File: src/rtl/wfws_pkg.sv
`timescale 1ns / 1ps
// ---------------------------------------------------------------------------
// Weighted failover worker selector package
// Widths, reset values, codes, shared types and a saturating add of the selector.
// ---------------------------------------------------------------------------
package wfws_pkg;

  localparam int MAX_WORKERS_DEF = 8;

  localparam int CMD_W  = 2;
  localparam int WK_W   = 3;
  localparam int TIME_W = 32;
  localparam int LOAD_W = 32;
  localparam int INC_W  = 16;
  localparam int CNT_W  = 4;
  localparam int MASK_W = 8;
  localparam int WAIT_W = 16;
  localparam int ADDR_W = 5;
  localparam int DATA_W = 32;

  localparam logic [CNT_W-1:0]  RST_WORKER_COUNT     = CNT_W'(8);
  localparam logic [WAIT_W-1:0] RST_RECOVER_WAIT     = WAIT_W'(60 * 1);
  localparam logic [WAIT_W-1:0] RST_RECOVERY_PENALTY = WAIT_W'(20 * 256);

  typedef enum logic [CMD_W-1:0] {
    CMD_SELECT  = 2'd0,
    CMD_SUCCESS = 2'd1,
    CMD_FAILURE = 2'd2,
    CMD_LOAD    = 2'd3
  } cmd_e;

  typedef enum logic [2:0] {
    REG_WORKER_COUNT     = 3'd0,
    REG_STICKY_ENABLE    = 3'd1,
    REG_LOCAL_ONLY       = 3'd2,
    REG_LOCAL_MASK       = 3'd3,
    REG_RECOVER_WAIT     = 3'd4,
    REG_RECOVERY_PENALTY = 3'd5
  } reg_idx_e;

  typedef enum logic [2:0] {
    ST_IDLE,
    ST_SEL_SCAN,
    ST_SEL_DONE,
    ST_MAX_SCAN,
    ST_MAX_DONE,
    ST_HOLD
  } state_e;

  typedef struct packed {
    logic [CNT_W-1:0]  worker_count;
    logic              sticky_enable;
    logic              local_only;
    logic [MASK_W-1:0] local_mask;
    logic [WAIT_W-1:0] recover_wait;
    logic [WAIT_W-1:0] recovery_penalty;
  } cfg_t;

  typedef struct packed {
    logic            found;
    logic [WK_W-1:0] chosen;
    logic            probe;
    logic            sticky_hit;
  } res_t;

  typedef struct packed {
    logic [INC_W-1:0]  inc;
    logic [LOAD_W-1:0] load;
  } load_ent_t;

  function automatic logic [LOAD_W-1:0] sat_add(input logic [LOAD_W-1:0] a,
                                                input logic [INC_W-1:0]  b);
    logic [LOAD_W:0] s;
    s = {1'b0, a} + {{(LOAD_W + 1 - INC_W){1'b0}}, b};
    return s[LOAD_W] ? {LOAD_W{1'b1}} : s[LOAD_W-1:0];
  endfunction

endpackage

File: src/rtl/wfws_if.sv
`timescale 1ns / 1ps
// ---------------------------------------------------------------------------
// Weighted failover worker selector channels
// Request and response valid/ready channels of the selector.
// ---------------------------------------------------------------------------
interface wfws_req_if;
  import wfws_pkg::*;

  logic              valid;
  logic              ready;
  logic [CMD_W-1:0]  command;
  logic [WK_W-1:0]   worker;
  logic              route_valid;
  logic [WK_W-1:0]   route;
  logic              retry;
  logic [TIME_W-1:0] now;
  logic [INC_W-1:0]  increment;

  modport source (
    output valid, command, worker, route_valid, route, retry, now, increment,
    input  ready
  );
  modport sink (
    input  valid, command, worker, route_valid, route, retry, now, increment,
    output ready
  );
endinterface

interface wfws_rsp_if;
  import wfws_pkg::*;

  logic            valid;
  logic            ready;
  logic            found;
  logic [WK_W-1:0] chosen;
  logic            probe;
  logic            sticky_hit;

  modport source (
    output valid, found, chosen, probe, sticky_hit,
    input  ready
  );
  modport sink (
    input  valid, found, chosen, probe, sticky_hit,
    output ready
  );
endinterface

File: src/rtl/wfws_ram.sv
`timescale 1ns / 1ps
// ---------------------------------------------------------------------------
// Weighted failover worker selector RAM
// Generic one-write one-read synchronous RAM with registered read data.
// ---------------------------------------------------------------------------
module wfws_ram #(
  parameter int WIDTH = 32,
  parameter int DEPTH = 8
) (
  input  logic                     clk_i,
  input  logic                     we_i,
  input  logic [$clog2(DEPTH)-1:0] waddr_i,
  input  logic [WIDTH-1:0]         wdata_i,
  input  logic [$clog2(DEPTH)-1:0] raddr_i,
  output logic [WIDTH-1:0]         rdata_o
);

  logic [WIDTH-1:0] mem_q [DEPTH];
  logic [WIDTH-1:0] rdata_q;

  always_ff @(posedge clk_i) begin
    if (we_i) begin
      mem_q[waddr_i] <= wdata_i;
    end
    rdata_q <= mem_q[raddr_i];
  end

  assign rdata_o = rdata_q;

endmodule

File: src/rtl/wfws_cfg.sv
`timescale 1ns / 1ps
// ---------------------------------------------------------------------------
// Weighted failover worker selector configuration
// APB register file holding the selector settings.
// ---------------------------------------------------------------------------
module wfws_cfg (
  input  logic                        clk_i,
  input  logic                        rst_ni,
  input  logic                        psel,
  input  logic                        penable,
  input  logic                        pwrite,
  input  logic [wfws_pkg::ADDR_W-1:0] paddr,
  input  logic [wfws_pkg::DATA_W-1:0] pwdata,
  output logic [wfws_pkg::DATA_W-1:0] prdata,
  output logic                        pready,
  output wfws_pkg::cfg_t              cfg_o
);
  import wfws_pkg::*;

  cfg_t       cfg_q;
  cfg_t       cfg_d;
  logic [2:0] reg_idx;
  logic       wr_en;

  assign reg_idx = paddr[ADDR_W-1:2];
  assign wr_en   = psel && penable && pwrite;
  assign pready  = 1'b1;

  always_comb begin
    cfg_d = cfg_q;
    if (wr_en) begin
      unique case (reg_idx)
        REG_WORKER_COUNT:     cfg_d.worker_count     = pwdata[CNT_W-1:0];
        REG_STICKY_ENABLE:    cfg_d.sticky_enable    = pwdata[0];
        REG_LOCAL_ONLY:       cfg_d.local_only       = pwdata[0];
        REG_LOCAL_MASK:       cfg_d.local_mask       = pwdata[MASK_W-1:0];
        REG_RECOVER_WAIT:     cfg_d.recover_wait     = pwdata[WAIT_W-1:0];
        REG_RECOVERY_PENALTY: cfg_d.recovery_penalty = pwdata[WAIT_W-1:0];
        default: ;
      endcase
    end
  end

  always_comb begin
    unique case (reg_idx)
      REG_WORKER_COUNT:     prdata = DATA_W'(cfg_q.worker_count);
      REG_STICKY_ENABLE:    prdata = DATA_W'(cfg_q.sticky_enable);
      REG_LOCAL_ONLY:       prdata = DATA_W'(cfg_q.local_only);
      REG_LOCAL_MASK:       prdata = DATA_W'(cfg_q.local_mask);
      REG_RECOVER_WAIT:     prdata = DATA_W'(cfg_q.recover_wait);
      REG_RECOVERY_PENALTY: prdata = DATA_W'(cfg_q.recovery_penalty);
      default:              prdata = '0;
    endcase
  end

  always_ff @(posedge clk_i or negedge rst_ni) begin
    if (!rst_ni) begin
      cfg_q.worker_count     <= RST_WORKER_COUNT;
      cfg_q.sticky_enable    <= 1'b0;
      cfg_q.local_only       <= 1'b0;
      cfg_q.local_mask       <= '0;
      cfg_q.recover_wait     <= RST_RECOVER_WAIT;
      cfg_q.recovery_penalty <= RST_RECOVERY_PENALTY;
    end else begin
      cfg_q <= cfg_d;
    end
  end

  assign cfg_o = cfg_q;

endmodule

File: src/rtl/wfws_ctrl.sv
`timescale 1ns / 1ps
// ---------------------------------------------------------------------------
// Weighted failover worker selector control
// Sequencer that reads, updates and writes back the worker table.
// ---------------------------------------------------------------------------
module wfws_ctrl #(
  parameter int MAX_WORKERS = wfws_pkg::MAX_WORKERS_DEF
) (
  input  logic                           clk_i,
  input  logic                           rst_ni,
  input  wfws_pkg::cfg_t                 cfg_i,
  wfws_req_if.sink                       req_i,
  wfws_rsp_if.source                     rsp_o,
  output logic                           ld_we_o,
  output logic [$clog2(MAX_WORKERS)-1:0] ld_waddr_o,
  output wfws_pkg::load_ent_t            ld_wdata_o,
  output logic [$clog2(MAX_WORKERS)-1:0] ld_raddr_o,
  input  wfws_pkg::load_ent_t            ld_rdata_i,
  output logic                           tm_we_o,
  output logic [$clog2(MAX_WORKERS)-1:0] tm_waddr_o,
  output logic [wfws_pkg::TIME_W-1:0]    tm_wdata_o,
  output logic [$clog2(MAX_WORKERS)-1:0] tm_raddr_o,
  input  logic [wfws_pkg::TIME_W-1:0]    tm_rdata_i
);
  import wfws_pkg::*;

  localparam int IDX_W  = $clog2(MAX_WORKERS);
  localparam int NW_RAW = $clog2(MAX_WORKERS + 1);
  localparam int CMP_W  = (NW_RAW > CNT_W) ? NW_RAW : CNT_W;

  function automatic logic is_local(input logic [MASK_W-1:0] mask,
                                    input logic [CMP_W-1:0]  idx);
    return (idx < CMP_W'(MASK_W)) && mask[idx[2:0]];
  endfunction

  state_e                  state_q, state_d;
  logic [IDX_W-1:0]        rd_idx_q, rd_idx_d;
  logic                    rd_pass_q, rd_pass_d;
  logic                    issue_q, issue_d;
  logic                    ev_valid_q, ev_valid_d;
  logic [IDX_W-1:0]        ev_idx_q, ev_idx_d;
  logic                    ev_pass_q, ev_pass_d;
  logic [TIME_W-1:0]       now_q, now_d;
  logic [IDX_W-1:0]        wk_q, wk_d;
  logic                    have_q, have_d;
  logic                    stop_q, stop_d;
  logic                    probe_q, probe_d;
  logic [IDX_W-1:0]        pick_q, pick_d;
  logic [LOAD_W-1:0]       acc_q, acc_d;
  logic [LOAD_W-1:0]       ent_load_q, ent_load_d;
  logic [INC_W-1:0]        ent_inc_q, ent_inc_d;
  logic [MAX_WORKERS-1:0]  err_q, err_d;
  logic [MAX_WORKERS-1:0]  rec_q, rec_d;
  logic                    out_valid_q, out_valid_d;
  res_t                    out_res_q, out_res_d;
  res_t                    hold_res_q, hold_res_d;

  logic [CMP_W-1:0]        n_act;
  logic [MASK_W-1:0]       used_mask;
  logic                    local_mode;
  logic                    rd_last;
  logic                    ev_loc;
  logic                    sel_elig;
  logic [TIME_W-1:0]       elapsed;
  logic                    timed_out;
  logic                    out_free;
  logic                    fin_valid;
  res_t                    fin_res;
  logic                    load_out;
  cmd_e                    cmd;
  logic [IDX_W-1:0]        in_wk;
  logic [IDX_W-1:0]        in_route;
  logic                    wk_ok;
  logic                    route_ok;

  assign n_act = (CMP_W'(cfg_i.worker_count) > CMP_W'(MAX_WORKERS)) ?
                 CMP_W'(MAX_WORKERS) : CMP_W'(cfg_i.worker_count);

  always_comb begin
    used_mask = '0;
    for (int j = 0; j < MASK_W; j++) begin
      used_mask[j] = CMP_W'(j) < n_act;
    end
  end

  assign local_mode = |(cfg_i.local_mask & used_mask);
  assign rd_last    = (CMP_W'(rd_idx_q) == (n_act - 1'b1));
  assign ev_loc     = is_local(cfg_i.local_mask, CMP_W'(ev_idx_q));
  assign sel_elig   = !stop_q && ((!ev_pass_q) == ev_loc) &&
                      !(local_mode && !ev_loc && cfg_i.local_only);
  assign elapsed    = now_q - tm_rdata_i;
  assign timed_out  = !elapsed[TIME_W-1] &&
                      (elapsed > TIME_W'(cfg_i.recover_wait));

  assign cmd      = cmd_e'(req_i.command);
  assign in_wk    = IDX_W'(req_i.worker);
  assign in_route = IDX_W'(req_i.route);
  assign wk_ok    = CMP_W'(req_i.worker) < n_act;
  assign route_ok = CMP_W'(req_i.route) < n_act;
  assign out_free = !out_valid_q || rsp_o.ready;

  assign ld_raddr_o = rd_idx_q;
  assign tm_raddr_o = rd_idx_q;

  always_comb begin
    state_d     = state_q;
    rd_idx_d    = rd_idx_q;
    rd_pass_d   = rd_pass_q;
    issue_d     = issue_q;
    ev_valid_d  = 1'b0;
    ev_idx_d    = rd_idx_q;
    ev_pass_d   = rd_pass_q;
    now_d       = now_q;
    wk_d        = wk_q;
    have_d      = have_q;
    stop_d      = stop_q;
    probe_d     = probe_q;
    pick_d      = pick_q;
    acc_d       = acc_q;
    ent_load_d  = ent_load_q;
    ent_inc_d   = ent_inc_q;
    err_d       = err_q;
    rec_d       = rec_q;
    hold_res_d  = hold_res_q;
    out_res_d   = out_res_q;
    ld_we_o     = 1'b0;
    ld_waddr_o  = in_wk;
    ld_wdata_o  = '{inc: req_i.increment, load: LOAD_W'(req_i.increment)};
    tm_we_o     = 1'b0;
    tm_waddr_o  = in_wk;
    tm_wdata_o  = req_i.now;
    fin_valid   = 1'b0;
    fin_res     = '0;
    load_out    = 1'b0;

    unique case (state_q)
      ST_IDLE: begin
        if (req_i.valid) begin
          if (cmd == CMD_SELECT) begin
            if (cfg_i.sticky_enable && req_i.route_valid && route_ok &&
                !(req_i.retry && err_q[in_route])) begin
              fin_valid          = 1'b1;
              fin_res.found      = 1'b1;
              fin_res.chosen     = req_i.route;
              fin_res.sticky_hit = 1'b1;
            end else if (n_act == '0) begin
              fin_valid = 1'b1;
            end else begin
              now_d     = req_i.now;
              have_d    = 1'b0;
              stop_d    = 1'b0;
              probe_d   = 1'b0;
              pick_d    = '0;
              acc_d     = '0;
              rd_idx_d  = '0;
              rd_pass_d = 1'b0;
              issue_d   = 1'b1;
              state_d   = ST_SEL_SCAN;
            end
          end else if (!wk_ok) begin
            fin_valid = 1'b1;
          end else begin
            unique case (cmd)
              CMD_SUCCESS: begin
                tm_we_o    = 1'b1;
                tm_wdata_o = '0;
                if (rec_q[in_wk]) begin
                  wk_d      = in_wk;
                  acc_d     = '0;
                  rd_idx_d  = '0;
                  rd_pass_d = 1'b0;
                  issue_d   = 1'b1;
                  state_d   = ST_MAX_SCAN;
                end else begin
                  err_d[in_wk]  = 1'b0;
                  rec_d[in_wk]  = 1'b0;
                  fin_valid     = 1'b1;
                  fin_res.found = 1'b1;
                end
              end
              CMD_FAILURE: begin
                err_d[in_wk]  = 1'b1;
                rec_d[in_wk]  = 1'b0;
                tm_we_o       = 1'b1;
                fin_valid     = 1'b1;
                fin_res.found = 1'b1;
              end
              default: begin
                ld_we_o       = 1'b1;
                fin_valid     = 1'b1;
                fin_res.found = 1'b1;
              end
            endcase
          end
        end
      end

      ST_SEL_SCAN, ST_MAX_SCAN: begin
        if (issue_q) begin
          ev_valid_d = 1'b1;
          if (rd_last) begin
            if (state_q == ST_MAX_SCAN || rd_pass_q) begin
              issue_d = 1'b0;
            end else begin
              rd_pass_d = 1'b1;
              rd_idx_d  = '0;
            end
          end else begin
            rd_idx_d = rd_idx_q + 1'b1;
          end
        end
        if (ev_valid_q) begin
          if (state_q == ST_SEL_SCAN) begin
            if (sel_elig) begin
              if (err_q[ev_idx_q]) begin
                if (!rec_q[ev_idx_q] && timed_out) begin
                  rec_d[ev_idx_q] = 1'b1;
                  tm_we_o         = 1'b1;
                  tm_waddr_o      = ev_idx_q;
                  tm_wdata_o      = now_q;
                  pick_d          = ev_idx_q;
                  have_d          = 1'b1;
                  probe_d         = 1'b1;
                  stop_d          = 1'b1;
                  ent_load_d      = ld_rdata_i.load;
                  ent_inc_d       = ld_rdata_i.inc;
                end
              end else if (!have_q || ld_rdata_i.load < acc_q) begin
                acc_d      = ld_rdata_i.load;
                pick_d     = ev_idx_q;
                have_d     = 1'b1;
                probe_d    = 1'b0;
                ent_load_d = ld_rdata_i.load;
                ent_inc_d  = ld_rdata_i.inc;
                if (ev_loc) begin
                  stop_d = 1'b1;
                end
              end
            end
          end else begin
            if (!err_q[ev_idx_q] && ld_rdata_i.load > acc_q) begin
              acc_d = ld_rdata_i.load;
            end
            if (ev_idx_q == wk_q) begin
              ent_load_d = ld_rdata_i.load;
              ent_inc_d  = ld_rdata_i.inc;
            end
          end
          if (!issue_q) begin
            state_d = (state_q == ST_SEL_SCAN) ? ST_SEL_DONE : ST_MAX_DONE;
          end
        end
      end

      ST_SEL_DONE: begin
        if (have_q && !is_local(cfg_i.local_mask, CMP_W'(pick_q))) begin
          ld_we_o    = 1'b1;
          ld_waddr_o = pick_q;
          ld_wdata_o = '{inc: ent_inc_q, load: sat_add(ent_load_q, ent_inc_q)};
        end
        fin_valid      = 1'b1;
        fin_res.found  = have_q;
        fin_res.chosen = have_q ? WK_W'(pick_q) : '0;
        fin_res.probe  = have_q && probe_q;
        state_d        = ST_IDLE;
      end

      ST_MAX_DONE: begin
        if (ent_load_q != '0) begin
          ld_we_o    = 1'b1;
          ld_waddr_o = wk_q;
          ld_wdata_o = '{inc: ent_inc_q,
                         load: sat_add(acc_q, cfg_i.recovery_penalty)};
        end
        err_d[wk_q]   = 1'b0;
        rec_d[wk_q]   = 1'b0;
        fin_valid     = 1'b1;
        fin_res.found = 1'b1;
        state_d       = ST_IDLE;
      end

      ST_HOLD: ;

      default: state_d = ST_IDLE;
    endcase

    if (state_q == ST_HOLD) begin
      if (out_free) begin
        load_out  = 1'b1;
        out_res_d = hold_res_q;
        state_d   = ST_IDLE;
      end
    end else if (fin_valid) begin
      if (out_free) begin
        load_out  = 1'b1;
        out_res_d = fin_res;
      end else begin
        hold_res_d = fin_res;
        state_d    = ST_HOLD;
      end
    end

    out_valid_d = load_out || (out_valid_q && !rsp_o.ready);
  end

  always_ff @(posedge clk_i or negedge rst_ni) begin
    if (!rst_ni) begin
      state_q     <= ST_IDLE;
      issue_q     <= 1'b0;
      ev_valid_q  <= 1'b0;
      err_q       <= '0;
      rec_q       <= '0;
      out_valid_q <= 1'b0;
    end else begin
      state_q     <= state_d;
      issue_q     <= issue_d;
      ev_valid_q  <= ev_valid_d;
      err_q       <= err_d;
      rec_q       <= rec_d;
      out_valid_q <= out_valid_d;
    end
  end

  always_ff @(posedge clk_i) begin
    rd_idx_q   <= rd_idx_d;
    rd_pass_q  <= rd_pass_d;
    ev_idx_q   <= ev_idx_d;
    ev_pass_q  <= ev_pass_d;
    now_q      <= now_d;
    wk_q       <= wk_d;
    have_q     <= have_d;
    stop_q     <= stop_d;
    probe_q    <= probe_d;
    pick_q     <= pick_d;
    acc_q      <= acc_d;
    ent_load_q <= ent_load_d;
    ent_inc_q  <= ent_inc_d;
    hold_res_q <= hold_res_d;
    out_res_q  <= out_res_d;
  end

  assign req_i.ready      = (state_q == ST_IDLE);
  assign rsp_o.valid      = out_valid_q;
  assign rsp_o.found      = out_res_q.found;
  assign rsp_o.chosen     = out_res_q.chosen;
  assign rsp_o.probe      = out_res_q.probe;
  assign rsp_o.sticky_hit = out_res_q.sticky_hit;

endmodule

File: src/rtl/weighted_failover_worker_selector.sv
`timescale 1ns / 1ps
// ---------------------------------------------------------------------------
// Weighted failover worker selector
// Least-load worker selection with sticky routes and failover probing.
// ---------------------------------------------------------------------------
// Requests arrive on req_i (valid/ready), one transaction per command:
// select, report success, report failure or load increment. Each request
// gives exactly one response transaction on rsp_o. The user must write settings
// over the APB port only while no request is in flight; the block does not
// enforce this. A load, a failure report, a plain success report and a select
// that takes its sticky route give their response straight from the idle
// state, which stays ready for the next request unless the output register
// is still full. A select that scans reads one table entry per cycle from
// the load and error-time memories, N being the workers in use: local
// workers in a first pass and the rest in a second. A success report on a
// recovering worker makes one pass over the loads.
// The response sits in an output register; when the receiver stalls, one
// more request is still taken and processed, and its response waits until
// the output register frees up. Reset clears the error and recovery flags
// and loads the register defaults; loads and increments stay undefined
// until a load command writes them.
module weighted_failover_worker_selector #(
  parameter int MAX_WORKERS = wfws_pkg::MAX_WORKERS_DEF
) (
  input  logic                        clk_i,
  input  logic                        rst_ni,
  wfws_req_if.sink                    req_i,
  wfws_rsp_if.source                  rsp_o,
  input  logic                        psel,
  input  logic                        penable,
  input  logic                        pwrite,
  input  logic [wfws_pkg::ADDR_W-1:0] paddr,
  input  logic [wfws_pkg::DATA_W-1:0] pwdata,
  output logic [wfws_pkg::DATA_W-1:0] prdata,
  output logic                        pready
);
  import wfws_pkg::*;

  localparam int IDX_W = $clog2(MAX_WORKERS);

  cfg_t              cfg;
  logic              ld_we;
  logic [IDX_W-1:0]  ld_waddr;
  load_ent_t         ld_wdata;
  logic [IDX_W-1:0]  ld_raddr;
  load_ent_t         ld_rdata;
  logic              tm_we;
  logic [IDX_W-1:0]  tm_waddr;
  logic [TIME_W-1:0] tm_wdata;
  logic [IDX_W-1:0]  tm_raddr;
  logic [TIME_W-1:0] tm_rdata;

  wfws_cfg u_cfg (
    .clk_i   (clk_i),
    .rst_ni  (rst_ni),
    .psel    (psel),
    .penable (penable),
    .pwrite  (pwrite),
    .paddr   (paddr),
    .pwdata  (pwdata),
    .prdata  (prdata),
    .pready  (pready),
    .cfg_o   (cfg)
  );

  wfws_ram #(
    .WIDTH ($bits(load_ent_t)),
    .DEPTH (MAX_WORKERS)
  ) u_load_ram (
    .clk_i   (clk_i),
    .we_i    (ld_we),
    .waddr_i (ld_waddr),
    .wdata_i (ld_wdata),
    .raddr_i (ld_raddr),
    .rdata_o (ld_rdata)
  );

  wfws_ram #(
    .WIDTH (TIME_W),
    .DEPTH (MAX_WORKERS)
  ) u_time_ram (
    .clk_i   (clk_i),
    .we_i    (tm_we),
    .waddr_i (tm_waddr),
    .wdata_i (tm_wdata),
    .raddr_i (tm_raddr),
    .rdata_o (tm_rdata)
  );

  wfws_ctrl #(
    .MAX_WORKERS (MAX_WORKERS)
  ) u_ctrl (
    .clk_i      (clk_i),
    .rst_ni     (rst_ni),
    .cfg_i      (cfg),
    .req_i      (req_i),
    .rsp_o      (rsp_o),
    .ld_we_o    (ld_we),
    .ld_waddr_o (ld_waddr),
    .ld_wdata_o (ld_wdata),
    .ld_raddr_o (ld_raddr),
    .ld_rdata_i (ld_rdata),
    .tm_we_o    (tm_we),
    .tm_waddr_o (tm_waddr),
    .tm_wdata_o (tm_wdata),
    .tm_raddr_o (tm_raddr),
    .tm_rdata_i (tm_rdata)
  );

endmodule

File: src/flat_wrapper.sv
// flat-port wrapper written by rule: the top's interface ports become plain ports
module weighted_failover_worker_selector_flat import wfws_pkg::*;
#(
  parameter int MAX_WORKERS = wfws_pkg::MAX_WORKERS_DEF
)
  (clk_i, rst_ni, psel, penable, pwrite, paddr, pwdata, prdata, pready, req_i_valid, req_i_command, req_i_worker, req_i_route_valid, req_i_route, req_i_retry, req_i_now, req_i_increment, req_i_ready, rsp_o_valid, rsp_o_found, rsp_o_chosen, rsp_o_probe, rsp_o_sticky_hit, rsp_o_ready);
  wfws_req_if req_i_i ();
  wfws_rsp_if rsp_o_i ();
  input  logic clk_i;
  input  logic rst_ni;
  input  logic psel;
  input  logic penable;
  input  logic pwrite;
  input  logic [wfws_pkg::ADDR_W-1:0] paddr;
  input  logic [wfws_pkg::DATA_W-1:0] pwdata;
  output logic [wfws_pkg::DATA_W-1:0] prdata;
  output logic pready;
  input wire logic [$bits(req_i_i.valid)-1:0] req_i_valid;
  input wire logic [$bits(req_i_i.command)-1:0] req_i_command;
  input wire logic [$bits(req_i_i.worker)-1:0] req_i_worker;
  input wire logic [$bits(req_i_i.route_valid)-1:0] req_i_route_valid;
  input wire logic [$bits(req_i_i.route)-1:0] req_i_route;
  input wire logic [$bits(req_i_i.retry)-1:0] req_i_retry;
  input wire logic [$bits(req_i_i.now)-1:0] req_i_now;
  input wire logic [$bits(req_i_i.increment)-1:0] req_i_increment;
  output wire logic [$bits(req_i_i.ready)-1:0] req_i_ready;
  output wire logic [$bits(rsp_o_i.valid)-1:0] rsp_o_valid;
  output wire logic [$bits(rsp_o_i.found)-1:0] rsp_o_found;
  output wire logic [$bits(rsp_o_i.chosen)-1:0] rsp_o_chosen;
  output wire logic [$bits(rsp_o_i.probe)-1:0] rsp_o_probe;
  output wire logic [$bits(rsp_o_i.sticky_hit)-1:0] rsp_o_sticky_hit;
  input wire logic [$bits(rsp_o_i.ready)-1:0] rsp_o_ready;
  assign req_i_i.valid = req_i_valid;
  assign req_i_i.command = req_i_command;
  assign req_i_i.worker = req_i_worker;
  assign req_i_i.route_valid = req_i_route_valid;
  assign req_i_i.route = req_i_route;
  assign req_i_i.retry = req_i_retry;
  assign req_i_i.now = req_i_now;
  assign req_i_i.increment = req_i_increment;
  assign req_i_ready = req_i_i.ready;
  assign rsp_o_valid = rsp_o_i.valid;
  assign rsp_o_found = rsp_o_i.found;
  assign rsp_o_chosen = rsp_o_i.chosen;
  assign rsp_o_probe = rsp_o_i.probe;
  assign rsp_o_sticky_hit = rsp_o_i.sticky_hit;
  assign rsp_o_i.ready = rsp_o_ready;
  weighted_failover_worker_selector #(.MAX_WORKERS(MAX_WORKERS)) u_core (.clk_i(clk_i), .rst_ni(rst_ni), .req_i(req_i_i), .rsp_o(rsp_o_i), .psel(psel), .penable(penable), .pwrite(pwrite), .paddr(paddr), .pwdata(pwdata), .prdata(prdata), .pready(pready));
endmodule
File: config.mk
export PLATFORM = sky130hd
export DESIGN_NAME = weighted_failover_worker_selector_flat
export DESIGN_NICKNAME = d
export VERILOG_FILES = /design/src/rtl/wfws_pkg.sv /design/src/rtl/wfws_if.sv /design/src/rtl/wfws_ram.sv /design/src/rtl/wfws_cfg.sv /design/src/rtl/wfws_ctrl.sv /design/src/rtl/weighted_failover_worker_selector.sv /design/src/flat_wrapper.sv
export SDC_FILE = /design/constraint.sdc
export NUM_CORES = 1
export LEC_CHECK = 0
export BUFFER_PORTS_ARGS = -buffer_cell sky130_fd_sc_hd__buf_2
export CORE_ASPECT_RATIO = 1.2
export CORE_UTILIZATION = 45
export DETAILED_ROUTE_END_ITERATION = 16
export GPL_TIMING_DRIVEN = 0
export SETUP_SLACK_MARGIN = 0.02
export SLEW_MARGIN = 10
export SYNTH_ARGS = -nofsm -noshare
export SYNTH_HDL_FRONTEND = slang
export SYNTH_HIERARCHICAL = 1
export SYNTH_SLANG_ARGS = --single-unit
File: constraint.sdc
create_clock -name clk_i -period 7.75 [get_ports clk_i]
set_input_delay 0.775 -clock clk_i [delete_from_list [all_inputs] [get_ports clk_i]]
set_output_delay 0.775 -clock clk_i [all_outputs]
set_load 0.005 [all_outputs]
==> results.cfg <==
[global_route]
antenna_found_initial = 13
first_global_vias = 25750
grt_max_degree = 57
track_usage = 0.2373
gr-total-overflow = 0
grt_pass1_wl_microns = 165200

[clock_tree]
cts_setup_buffers = 0
cts_buffers = 95
htreeDepth = 3
cts_repair_resize_count = 0
cts_tree = yes
clk_latency_ps = 680
clockBufferDepth = 3
clockRootBuffer = clkbuf_16
postCtsHoldBufs = 1
clk_pin_slew_ps = 60
clock-sinks = 929

[pwr]
seqPwrFrac = 0.438
p_clk_frac = 0.325
comb_power_share = 0.238
p_int_uw = 10200
power_leakage_uw = 0.01780
peakVddDrop_uv = 251.9
total_switching_power_uw = 4262
swShare = 0.2947
p_per_area_nw_per_um2 = 299.1

[floorplanning]
io_pins = 143
fp.dieH_microns = 337.2
core_sq_um = 92500
die_w_microns = 281.4
fp-row-count = 122
start_util = 0.4556
die-area_sq_um = 94880

[synthesis]
synth-edff-count = 777
synth_cells = 2776
syn_area_sq_um = 42140
ys_ff_latch = 929
yosysTopAreaCell = edfxtp_1
yosysSeqAreaShare = 0.6341
synthArstFlopShare = 0.07320
yosysTopAreaCellShare = 0.5536
synth.avg_cell_area_sq_um = 15.18
ys_types = 96
synth.area.top_cells = edfxtp_1 55%, mux4_2 6.6%, dfxtp_1 4.0%
synth_warnings = 6
synthFlopType = edfxtp_1

[placed_design]
placed_cells = 4181
place.gp.congestion = 0.9214
dpl_cell_area_sq_um = 45110
io_buffers = 106
hpwl_microns = 79790
pre_cts_ws_ps = 815.0

[finish]
final_util = 0.5227
areaGrowthSynthToFinish_pct = 14.73
fin_cells = 4364
drive_above_1_share = 0.2144
fillers = 7662
layout.nets = 3267
fin_area_sq_um = 48350

[route]
viasPerCell = 5.768
wire_per_inst_microns = 25.51
vias = 25170
drt_iter0_markers = 2114
drtAntennaViolNets = 0
postRouteWirelength_microns = 111300
first_pass_iters = 5
drc = 0

[timing]
rsz0062_at_grt = no
worstMarginPinSlew_ps = 1150
period_needed_ps = 6901
fin_crit_sh = 0.8904
max_clock_freq_mhz = 144.9
slew_headroom = 0.2272
clock_skew_ps = 35.12
setup_viol = 0
slew_viol_final = 0
final_hold_viol_count = 0
final.setup.worst_slack_ps = 849.2

[job]
drv_cap = 0

[setup_path]
r2r_start = u_core/u_ctrl/now_q[0]
reg2reg_depth = 22
critical_path_arrival_ps = 7260
timing.rr.end = u_core/u_time_ram/mem_q[3][16]
worstSetupStartpointType = register
crit_path_end_kind = register
worstSetupPathType = reg2reg
critical_path.max_fanout = 19
reg2reg_slack_ps = 850
required_ps = 8110
crit_path_start = u_core/u_ctrl/now_q[0]
crit_end = u_core/u_time_ram/mem_q[3][16]

[status]
outcome = completed

[worst_hold_path]
min_path_type = in2reg
==> registers in the layout (all words and copies together), names as in the netlist, 6 cells and up, named ones only <==
signal,flops
u_core/u_ctrl/ent_inc_q,16
u_core/u_ctrl/hold_res_q,6
u_core/u_load_ram/rdata_o,48
u_core/u_ctrl/acc_q,32
u_core/u_ctrl/ent_load_q,32
u_core/u_time_ram/mem_q,256
u_core/u_load_ram/mem_q,384
u_core/u_ctrl/rec_q,8
u_core/u_cfg/cfg_o,46
u_core/u_time_ram/rdata_o,32
u_core/u_ctrl/now_q,32
==> per-stage QoR <==
| stage | hold slack (ps) | setup TNS (ps) | total power [uW] |
|---|---|---|---|
| after global placement | 368.4 | -1063790 | 9735 |
| after floorplan | 349.0 | 0 | 8662 |
| after CTS | 248.0 | 0 | 14560 |
| after global routing | 266.3 | 0 | 15080 |
| after detailed placement | 370.6 | 0 | 9852 |
| final | 291.3 | 0 | 14460 |
==> logic make-up (layout without fill, tap and decap cells) <==
kind of cell / Yosys count / after routing / share of synthesized area
flops: 929 / 929 / 0.6341
simple gates: 626 / 626 / 0.07286
compound gates: 415 / 415 / 0.06386
mux: 368 / 368 / 0.1484
buf+inv: 246 / 576 / 0.02927
fa+ha+maj: 126 / 126 / 0.03794
xor+xnor: 64 / 64 / 0.01330
other cells: 2 / 20 / 0.0001782
==> metal layers <==
metal / GRT usage / vias to the layer above / share of wire
met5: 0 / - / 0.00088
met4: 0.08742 / 18 / 0.035
met3: 0.04713 / 206 / 0.060
met2: 0.4121 / 758 / 0.51
met1: 0.2923 / 12900 / 0.40
li1: - / 11290 / -
==> critical path, cell delays in order (launching register included) <==
cell and delay (ps):
edfxtp_1 370, inv_1 80, ha_1 220, fa_1 400
nand2b_1 180, a21oi_1 270, nor3_1 130, o41ai_2 730
xor2_1 170, ha_1 340, nand4_1 150, nor4_1 340
a31oi_1 110, a21oi_1 180, nand4_1 130, nand4b_1 390
o211a_1 340, buf_6 170, buf_6 180, mux2i_1 510
nand2_1 270, nor2_4 630, buf_12 280
==> cells in the mapped netlist, types with 47 or more instances <==
master,instances
o21ai_0,120
mux4_2,124
xnor2_1,47
ha_1,123
mux2i_1,64
nand2_1,223
clkbuf_1,57
and3_1,55
mux2_2,90
dfxtp_1,84
inv_1,114
dfrtp_1,61
edfxtp_1,777
a21oi_1,89
nor2_1,113
==> area by class of cell <==
class	count	area [sq um]	area share
tap	1240	1551	0.03209
sequential	929	26720	0.5527
multi-input combinational	1616	14380	0.2975
clock inverter	50	651.9	0.01348
inverter	114	427.9	0.008850
timing repair buffer	151	1225	0.02533
buffer	132	805.8	0.01666
antenna	3	7.507	0.0001553
clock buffer	129	2575	0.05325
==> power by group through the flow <==
stage          combinational [uW]  clock (uW)  sequential [uW]
2_1_floorplan                2380           0             6280
3_3_place_gp                 3290           0             6450
3_5_place_dp                 3420           0             6430
4_1_cts                      3440        4790             6330
5_1_grt                      3740        4970             6360
6_report                     3440        4690             6330
==> worst min-delay path by stage <==
stage	from	endpoint	slack, ps	depth (start not counted)
finish	req_i_now[25]	u_core/u_ctrl/now_q[25]	290	1
CTS	req_i_now[25]	u_core/u_ctrl/now_q[25]	250	1
global placement	u_core/u_ctrl/ev_pass_d	u_core/u_ctrl/ev_pass_q	370	0
detailed placement	u_core/u_ctrl/ev_pass_d	u_core/u_ctrl/ev_pass_q	370	0
global route	req_i_now[25]	u_core/u_ctrl/now_q[25]	270	1
floorplan	u_core/u_ctrl/ev_pass_d	u_core/u_ctrl/ev_pass_q	350	0
==> placed cells by master, fill, tap and decap left out, types with 40 or more instances in the layout <==
cell type	n
ha_1	123
mux4_2	124
buf_2	131
nor2_1	99
o21ai_0	120
clkbuf_16	95
mux4_1	43
clkbuf_1	84
a21o_1	43
inv_1	114
nand3_1	43
dfxtp_1	84
nand2_1	223
a21oi_1	88
mux2_2	90
edfxtp_1	777
mux2_4	40
xnor2_1	47
mux2i_1	64
dfrtp_1	61
and3_1	55
Power figures use the tool's default switching activity.
